--- config.mk ---
export PLATFORM = sky130hd
export DESIGN_NAME = mcbd_serial
export DESIGN_NICKNAME = d
export VERILOG_FILES = /design/src/mcbd_pkg.sv /design/src/mcbd_serial.sv
export SDC_FILE = /design/constraint.sdc
export NUM_CORES = 1
export LEC_CHECK = 0
export BUFFER_PORTS_ARGS = -buffer_cell sky130_fd_sc_hd__buf_2
export CAP_MARGIN = 20
export CORE_AREA = 2 2 166 168
export DETAILED_ROUTE_END_ITERATION = 10
export DIE_AREA = 0 0 168 170
export PLACE_DENSITY_LB_ADDON = 0.3
export SLEW_MARGIN = 20
export SYNTH_ARGS = -nofsm -noshare
export SYNTH_HDL_FRONTEND = slang
export SYNTH_SLANG_ARGS = --single-unit
--- constraint.sdc ---
create_clock -name clk -period 28.8 [get_ports clk]
set_input_delay 1.44 -clock clk [delete_from_list [all_inputs] [get_ports clk]]
set_output_delay 1.44 -clock clk [all_outputs]
set_load 0.01 [all_outputs]
--- src/mcbd_pkg.sv ---
// ----------------------------------------------------------------------------
// mcbd_pkg: shared types and constants for the mip chain box downsampler
// Pixel, partial sum, result and request types, stage control and defaults.
// ----------------------------------------------------------------------------
package mcbd_pkg;

  localparam int MAX_LOG2_SIZE_DEF = 8;

  localparam int CFG_W   = 4;
  localparam int CH_W    = 8;
  localparam int SUM_W   = 9;
  localparam int XY_W    = 7;
  localparam int LEVEL_W = 4;

  localparam logic [CFG_W-1:0] CFG_RESET = 4'd8;

  typedef struct packed {
    logic [CH_W-1:0] red_in;
    logic [CH_W-1:0] green_in;
    logic [CH_W-1:0] blue_in;
    logic [CH_W-1:0] alpha_in;
  } in_req_t;

  typedef struct packed {
    logic [LEVEL_W-1:0] mip_level;
    logic [XY_W-1:0]    out_x;
    logic [XY_W-1:0]    out_y;
    logic [CH_W-1:0]    red_out;
    logic [CH_W-1:0]    green_out;
    logic [CH_W-1:0]    blue_out;
    logic [CH_W-1:0]    alpha_out;
    logic               last_of_run;
  } out_res_t;

  typedef struct packed {
    logic [CH_W-1:0] r;
    logic [CH_W-1:0] g;
    logic [CH_W-1:0] b;
    logic [CH_W-1:0] a;
  } pix_t;

  typedef struct packed {
    logic [SUM_W-1:0] r;
    logic [SUM_W-1:0] g;
    logic [SUM_W-1:0] b;
    logic [SUM_W-1:0] a;
  } psum_t;

  typedef struct packed {
    logic [XY_W-1:0] x;
    logic [XY_W-1:0] y;
    pix_t            px;
  } res_t;

  typedef struct packed {
    logic valid;
    logic go;
  } stage_ctl_t;

endpackage

--- src/mcbd_serial.sv ---
// ----------------------------------------------------------------------------
// mcbd_serial: result serialiser
// Holds one request's results, sent one a cycle in level order unless stalled.
// ----------------------------------------------------------------------------
module mcbd_serial
  import mcbd_pkg::*;
#(
  parameter int MAX_LOG2_SIZE = MAX_LOG2_SIZE_DEF,
  parameter int CNT_W         = $clog2(MAX_LOG2_SIZE + 1)
) (
  input  logic             clk,
  input  logic             rst_n,
  input  logic             tail_valid,
  input  logic [CNT_W-1:0] tail_cnt,
  input  res_t             tail_res [MAX_LOG2_SIZE],
  input  logic             out_stall,
  output logic             out_valid,
  output out_res_t         out_res,
  output logic             adv
);

  localparam int IDX_W = (MAX_LOG2_SIZE > 1) ? $clog2(MAX_LOG2_SIZE) : 1;

  logic             busy_r, busy_nxt;
  logic [CNT_W-1:0] idx_r, idx_nxt, cnt_r;
  res_t             res_r [MAX_LOG2_SIZE];
  res_t             cur;
  logic             fire, last, free, load;

  always_comb begin
    cur      = res_r[idx_r[IDX_W-1:0]];
    fire     = busy_r && !out_stall;
    last     = (idx_r + CNT_W'(1)) == cnt_r;
    free     = !busy_r || (fire && last);
    load     = tail_valid && (tail_cnt != '0) && free;
    adv      = !tail_valid || (tail_cnt == '0) || free;
    busy_nxt = load ? 1'b1 : ((fire && last) ? 1'b0 : busy_r);
    idx_nxt  = load ? '0 : (fire ? idx_r + CNT_W'(1) : idx_r);
  end

  always_ff @(posedge clk) begin
    if (!rst_n) begin
      busy_r <= 1'b0;
      idx_r  <= '0;
    end else begin
      busy_r <= busy_nxt;
      idx_r  <= idx_nxt;
    end
  end

  always_ff @(posedge clk) begin
    if (load) begin
      res_r <= tail_res;
      cnt_r <= tail_cnt;
    end
  end

  always_comb begin
    out_valid           = busy_r;
    out_res.mip_level   = LEVEL_W'(idx_r) + LEVEL_W'(1);
    out_res.out_x       = cur.x;
    out_res.out_y       = cur.y;
    out_res.red_out     = cur.px.r;
    out_res.green_out   = cur.px.g;
    out_res.blue_out    = cur.px.b;
    out_res.alpha_out   = cur.px.a;
    out_res.last_of_run = last;
  end

endmodule

; ---- Yosys cells after proc, flatten, opt, wreduce, memory -nomap -nowiden
; Index checks and enable logic that the tools add are counted.
[word_totals]
input_bits = 376
output_inout_bits = 53
reg_bits = 377
elab_cells = 75
[classes]
eq_ne = 1
n_bitwise = 2
n_mux = 5
n_addsub = 1
reduce_logical = 14
order_cmp = 1
[ops]
columns = operator, n
row1 = $bmux W46 S3, 1
row2 = $mux W46, 2
row3 = $add A4 B1 Y4 const B, 1
row4 = $eq A4 B4 Y1, 1
row5 = $ge A4 B4 Y1 const B, 1
row6 = $logic_and A1 B1 Y1, 4
row7 = $logic_not A4 Y1, 1
row8 = $not A3 Y4, 1
row9 = $reduce_bool A4 Y1, 1
row10 = $logic_not A1 Y1, 3
row11 = $logic_or A1 B1 Y1, 3
row12 = $mux W1, 2
row13 = $reduce_bool A2 Y1, 1
row14 = $reduce_or A2 Y1, 1
row15 = $not A1 Y1, 1

; ---- Depth between registers and ports, before layout
; Gate-level depths: netlist (run 1).
[logic_depth]
ltp_word = 6
depth_mapped = 6
depth_no_buf = 5

; ---- Worst setup path before layout (run 1)
; OpenSTA, ideal clock, no wires.
[synth_timing]
kind = input -> register
startpoint = input port out_stall
endpoint = register cnt_r[0], enable pin
n_path_buf = 0
path_stages = 2
path_slack_ns = 17.692
setup_time_ns = 0.780
t_arrival_ns = 10.328
t_required_ns = 28.020
path_cell_list = o41ai_4 and2_1
[synth_between]
elab_chain_len = 5
[synth_rtl]
columns = element, line_no
row1 = from (decl), mcbd_serial.sv:16  ; input logic out_stall,
row2 = $logic_not A1 Y1, mcbd_serial.sv:32  ; fire = busy_r && !out_stall;
row3 = $logic_and A1 B1 Y1, mcbd_serial.sv:32
row4 = $logic_and A1 B1 Y1, mcbd_serial.sv:34  ; free = !busy_r || (fire && last);
row5 = $logic_or A1 B1 Y1, mcbd_serial.sv:34
row6 = $logic_and A1 B1 Y1, mcbd_serial.sv:35  ; load = tail_valid && (tail_cnt != '0) && free;
row7 = to (signal assigned), mcbd_serial.sv:54  ; cnt_r <= tail_cnt;
row8 = to (decl), mcbd_serial.sv:25  ; logic [CNT_W-1:0] idx_r, idx_nxt, cnt_r;
; No other way between the ends.
; A chain may end at the register's enable or synchronous reset.

; ---- Worst setup path in the final report (run 1)
[layout_timing]
startpoint = register idx_r[2]
endpoint = register res_r[212] (netlist bit), enable pin
[layout_between]
elab_chain_len = 5
[layout_rtl]
columns = element, line_no
row1 = from (decl), mcbd_serial.sv:25
row2 = from (signal assigned), mcbd_serial.sv:47  ; idx_r <= idx_nxt;
row3 = $add A4 B1 Y4, mcbd_serial.sv:33  ; last = (idx_r + CNT_W'(1)) == cnt_r;
row4 = $eq A4 B4 Y1, mcbd_serial.sv:33
row5 = $logic_and A1 B1 Y1, mcbd_serial.sv:34
row6 = $logic_or A1 B1 Y1, mcbd_serial.sv:34
row7 = $logic_and A1 B1 Y1, mcbd_serial.sv:35
row8 = to (signal assigned), mcbd_serial.sv:53  ; res_r <= tail_res;
row9 = to (decl), mcbd_serial.sv:26  ; res_t res_r [MAX_LOG2_SIZE];
; No other way between the ends.

==> flow_summary.ini, run 1 <==
[final_layout]
layout_cell_share_with_drive_strength_beyond_1_pct = 60.9
area.growth.synth_to_final_pct = 25.9
layout.nets = 1403
fin_cells = 1408
final_cell_mix = buf_2 (428), edfxtp_1 (372), mux4_2 (92)
fin_util_pct = 68.4
finished_layout_cell_area_um2 = 18200
most_frequent_standard_cell_in_the_layout_excluding_fill_and_tap_cells = buf_2

[grt]
grt_pass1_wl_mm = 44.7
antenna_found_initial = 16
largest_net_degree_at_the_start_of_global_routing = 85
number_of_global_route_vias_before_repair = 7963
globalRoute.totalOverflow = 0
grtUsageTotal_pct = 21.2

[timing]
timing.setup.tns_ps = 0
worst_hold_slack_ps = 578
rsz_0062_raised_after_global_routing = false
report.final.slew_viol_count = 0
highest_clock_rate_mhz = 193
max_slew.worst_pin.slew_ps = 1090
fin_worst_skew_ps = 20.8
final_critical_path_setup_slack_ps = 23610
finish_stage_setup_viols = 0
finalWorstPathRequiredPeriod_ps = 5190
slew_headroom_pct = 27.7
hold_viol_final = 0
final_min_period_over_clock_period_pct = 18.0

[synth]
total_of_flip_flops_plus_latches_after_synthesis = 377
sequential_to_total_area_share_from_yosys_stat_pct = 77.8
syn-mean-instance-area_um2 = 25.2
syn-instance-count = 575
synthesis.area_um2 = 14500
yosysUniqueCellTypes = 32
syn-num-nets = 952
total_number_of_yosys_warnings = 0

[critical_path]
slowest_delay_ps = 1070
timing.critical_path.buf_inv = 2
crit_type = flop to flop
cp_max_fo = 83
critical-path-top-delay-family = buffers and inverters
slowest_stage = dfxtp_4
worst-endpoint-arrival_ps = 5320
worst_setup_path_end_kind = flop
required_ps = 28940
critical_path.cell_chain = nand3_2 > xnor2_1 > o41ai_4 > and2_4 > buf_4 > buf_4
timing.critical_path.from_type = flop
critical-path-top-cell-by-count = buf_4

[power_and_ir_drop]
static-leakage-power_nw = 6.79
p_per_area_nw_per_um2 = 67.5
report.power.total_mw = 1.23
ir_worst_vdd_mv = 0.0440

[job]
max_cap_viol_count = 0

[detailed_routing]
via_per_inst = 5.40
wirelength_mm = 30.8
drt-wirelength-per-cell_um = 21.9
dr_total_vias = 7606
route.detailed.drc = 0
detail-route-antenna-nets = 0
firstDrtPassIters = 5
first_iter_violations = 672

[die]
effective_utilization_at_floorplan_pct = 54.3
fp.dieH_um = 170
dieWidth_um = 168
dieArea_um2 = 28600
rows = 60
top_level_ports = 429
core_area_um2 = 26700

[run_status]
result_of_the_run = complete, no violations

[clock_network]
h-tree-depth = 2
clk-insertion-delay-late_ps = 530
tritoncts = done
clock_path_buffers = 3
cts.repair_timing.setup_buffer_count = 0
clkSinkCount = 377
postCtsHoldBufs = 0
worst_setup_hold_path_clk_slew_ps = 60
clockRootBuffer = clkbuf_16
cts_repair_resize_count = 0
numCtsBuffers = 41

[placed_design]
cell_total_after_placement = 1324
io_buffers = 428
placed_cell_area_um2 = 16900
place.detailed.hpwl_mm = 21.5
gp_congestion = 0.805
post-place-ws_ps = 23560

[worst_hold_path]
holdCritPathClass = flop to flop
==> cells in the mapped netlist, drive strengths merged <==
master | n | area, µm²
and2 | 1 | 6.26
ha | 1 | 12.5
mux4 | 92 | 2070
mux2 | 46 | 657
o41a | 1 | 11.3
nand3 | 1 | 10.0
buf | 22 | 186
dfxtp | 5 | 100
o211ai | 1 | 7.51
nand2b | 1 | 6.26
xor2 | 4 | 50.1
or2 | 1 | 6.26
edfxtp | 372 | 11200
o41ai | 3 | 45.1
nor2 | 3 | 11.3
xnor2 | 5 | 43.8
inv | 3 | 11.3
a21oi | 2 | 10.0
nor3 | 1 | 5.00
clkbuf | 5 | 18.8
nand2 | 1 | 3.75
mux2i | 1 | 10.0
a211oi | 3 | 22.5
==> path summary, 6_finish.rpt <==
check             from          to  slack (ps)  depth (start not counted)
min          out_valid    idx_r[1]         580                          2
min reg2reg  out_valid    idx_r[1]         580                          2
max           idx_r[2]  res_r[212]       23610                          6
max reg2reg   idx_r[2]  res_r[212]       23610                          6
==> state kept, by name, indices dropped and copies added (netlist names) <==
signal     count
res_r        368
out_valid      1
cnt_r          4
idx_r          4
==> kinds of logic after synthesis <==
| logic type | synth area share, % |
|---|---|
| flip-flops | 77.8 |
| multiplexers | 18.9 |
| buffers and inverters | 1.50 |
| AO/OA/AOI/OAI | 0.666 |
| XOR/XNOR | 0.648 |
| AND/OR/NAND/NOR | 0.337 |
| adder cells (fa/ha/maj) | 0.0864 |
==> final cells by class <==
class                           count  area (µm²)
Fill cell                        1719        8430
Sequential cell                   377       11300
Inverter                            3        11.3
Clock buffer                       55        1150
Antenna cell                       13        32.5
Multi-Input combinational cell    168        2990
Timing Repair Buffer              435        2190
Tap cell                          341         427
Clock inverter                     16         136
==> metal layers <==
layer	track usage (%)	vias to the layer above	share of wire, %
met4	8.88	6	3.3
met2	35.8	387	51
met3	7.23	81	10
li1	-	3383	-
met1	25.3	3749	35
met5	0	-	0.11
==> power by group <==
group	leakage [nW]	internal (mW)	switching [mW]
logic	2.57	0.0471	0.0396
clock network	0.637	0.290	0.200
registers	3.58	0.644	0.00923
==> worst reg2reg max path: cells and delay by family, from the launching register on <==
kind / cells / cell delay, ps
simple gates: 2 / 1100
xor+xnor: 1 / 260
buf+inv: 2 / 1810
flops: 1 / 1070
compound gates: 1 / 500
Power figures use the tool's default switching activity.
==> run 2: changes to the inputs <==
Settings changed: CORE_AREA 2 2 166 168 to not set, CORE_UTILIZATION set to 47, DIE_AREA 0 0 168 170 to not set.
Clock period 28.8 ns to 4.5 ns, I/O delays scaled along.
==> run 2 against run 1 <==
Against the previous run: the flow now stops in clock tree synthesis (4_1_cts); synthesized area did not move; synthesized cell count did not move.
==> flow_summary.ini, run 2 <==
[placed_design]
gp_congestion = 0.793
placed_cell_area_um2 = 17100
place.detailed.hpwl_mm = 22.2
io_buffers = 428
cell_total_after_placement = 1381

[clock_network]
clockRootBuffer = clkbuf_16
clock_path_buffers = 3
clkSinkCount = 377
cts_repair_resize_count = 0
postCtsHoldBufs = 291
cts.repair_timing.setup_buffer_count = 0
numCtsBuffers = 39
h-tree-depth = 2

[die]
fp.dieH_um = 178
rows = 63
top_level_ports = 429
effective_utilization_at_floorplan_pct = 48.3
dieWidth_um = 178

[run_status]
stop_stage = clock tree synthesis (4_1_cts)
result_of_the_run = stopped before the end
error_message = [ERROR RSZ-0060] Max buffer count reached.

[synth]
post-synth-top-area-cell = edfxtp_1
sequential_to_total_area_share_from_yosys_stat_pct = 77.8
synth_top_area_share_pct = 77.2
yosys_most_used_dff = edfxtp_1
synthesis.area_um2 = 14500
synthTopCellsByCount = edfxtp_1 (372), mux4_2 (92), mux2_4 (37)
synth_most_common_cell = edfxtp_1
syn-instance-count = 575
syn-mean-instance-area_um2 = 25.2
synth_enable_flop_cells = 372
total_number_of_yosys_warnings = 0
total_of_flip_flops_plus_latches_after_synthesis = 377
yosysUniqueCellTypes = 32
syn-num-nets = 952
yosys-top-cells-area = edfxtp_1 (77%), mux4_2 (14%), mux2_4 (3.8%), mux2_2 (0.70%), dfxtp_1 (0.69%)
async_reset_ff_share_pct = 0
run 2: logic make-up after synthesis:
group / Yosys count / synth area share (%)
multiplexers: 139 / 18.9
buffers and inverters: 30 / 1.50
AO/OA/AOI/OAI: 10 / 0.666
flip-flops: 377 / 77.8
adder cells (fa/ha/maj): 1 / 0.0864
AND/OR/NAND/NOR: 9 / 0.337
XOR/XNOR: 9 / 0.648
run 2: metrics by stage:
stage                     utilization [%]  setup slack, ps
after floorplan                         -             29.8
after global placement               57.1             1180
after detailed placement             57.1             1100
==> run 3: changes to the inputs <==
Settings changed: CORE_UTILIZATION 47 to 40, PLACE_DENSITY_LB_ADDON 0.3 to 0.15.
Clock period 4.5 ns to 5.9 ns, I/O delays scaled along.
==> run 3 against run 2 <==
Against the previous run: synthesized area stayed put; synthesized cell count unchanged; the run again fails in clock tree synthesis (4_1_cts).
==> flow_summary.ini, run 3 <==
[run_status]
result_of_the_run = stopped before the end
stop_stage = clock tree synthesis (4_1_cts)
error_message = [ERROR RSZ-0060] Max buffer count reached.

[clock_network]
clkSinkCount = 377
cts.repair_timing.setup_buffer_count = 0
h-tree-depth = 2
numCtsBuffers = 41
cts_repair_resize_count = 0
postCtsHoldBufs = 305
clockRootBuffer = clkbuf_16
clock_path_buffers = 3

[synth]
syn-instance-count = 575
synth_most_common_cell = edfxtp_1
synth_enable_flop_cells = 372
synthesis.area_um2 = 14500
async_reset_ff_share_pct = 0
syn-mean-instance-area_um2 = 25.2
yosys_most_used_dff = edfxtp_1
total_number_of_yosys_warnings = 0
yosysUniqueCellTypes = 32
post-synth-top-area-cell = edfxtp_1
sequential_to_total_area_share_from_yosys_stat_pct = 77.8
syn-num-nets = 952
synth_top_area_share_pct = 77.2
synthTopCellsByCount = edfxtp_1 (372), mux4_2 (92), mux2_4 (37)
total_of_flip_flops_plus_latches_after_synthesis = 377
yosys-top-cells-area = edfxtp_1 (77%), mux4_2 (14%), mux2_4 (3.8%), mux2_2 (0.70%), dfxtp_1 (0.69%)

[placed_design]
place.detailed.hpwl_mm = 22.4
io_buffers = 428
gp_congestion = 0.757

[die]
fp.dieH_um = 192
top_level_ports = 429
dieWidth_um = 192
rows = 69
effective_utilization_at_floorplan_pct = 40.7
==> run 3: cells by family after synthesis <==
family                   synth area share [%]
AND/OR/NAND/NOR                         0.337
flip-flops                               77.8
buffers and inverters                    1.50
multiplexers                             18.9
AO/OA/AOI/OAI                           0.666
adder cells (fa/ha/maj)                0.0864
XOR/XNOR                                0.648
==> run 3: per-stage QoR <==
| stage | util [%] | instances | instance area [µm²] | setup WS, ps |
|---|---|---|---|---|
| 3_3_place_gp | 48.1 | 1446 | 17100 | 1990 |
| 2_1_floorplan | - | 575 | 14500 | 1430 |
| 3_5_place_dp | 48.1 | 1446 | 17100 | 1900 |
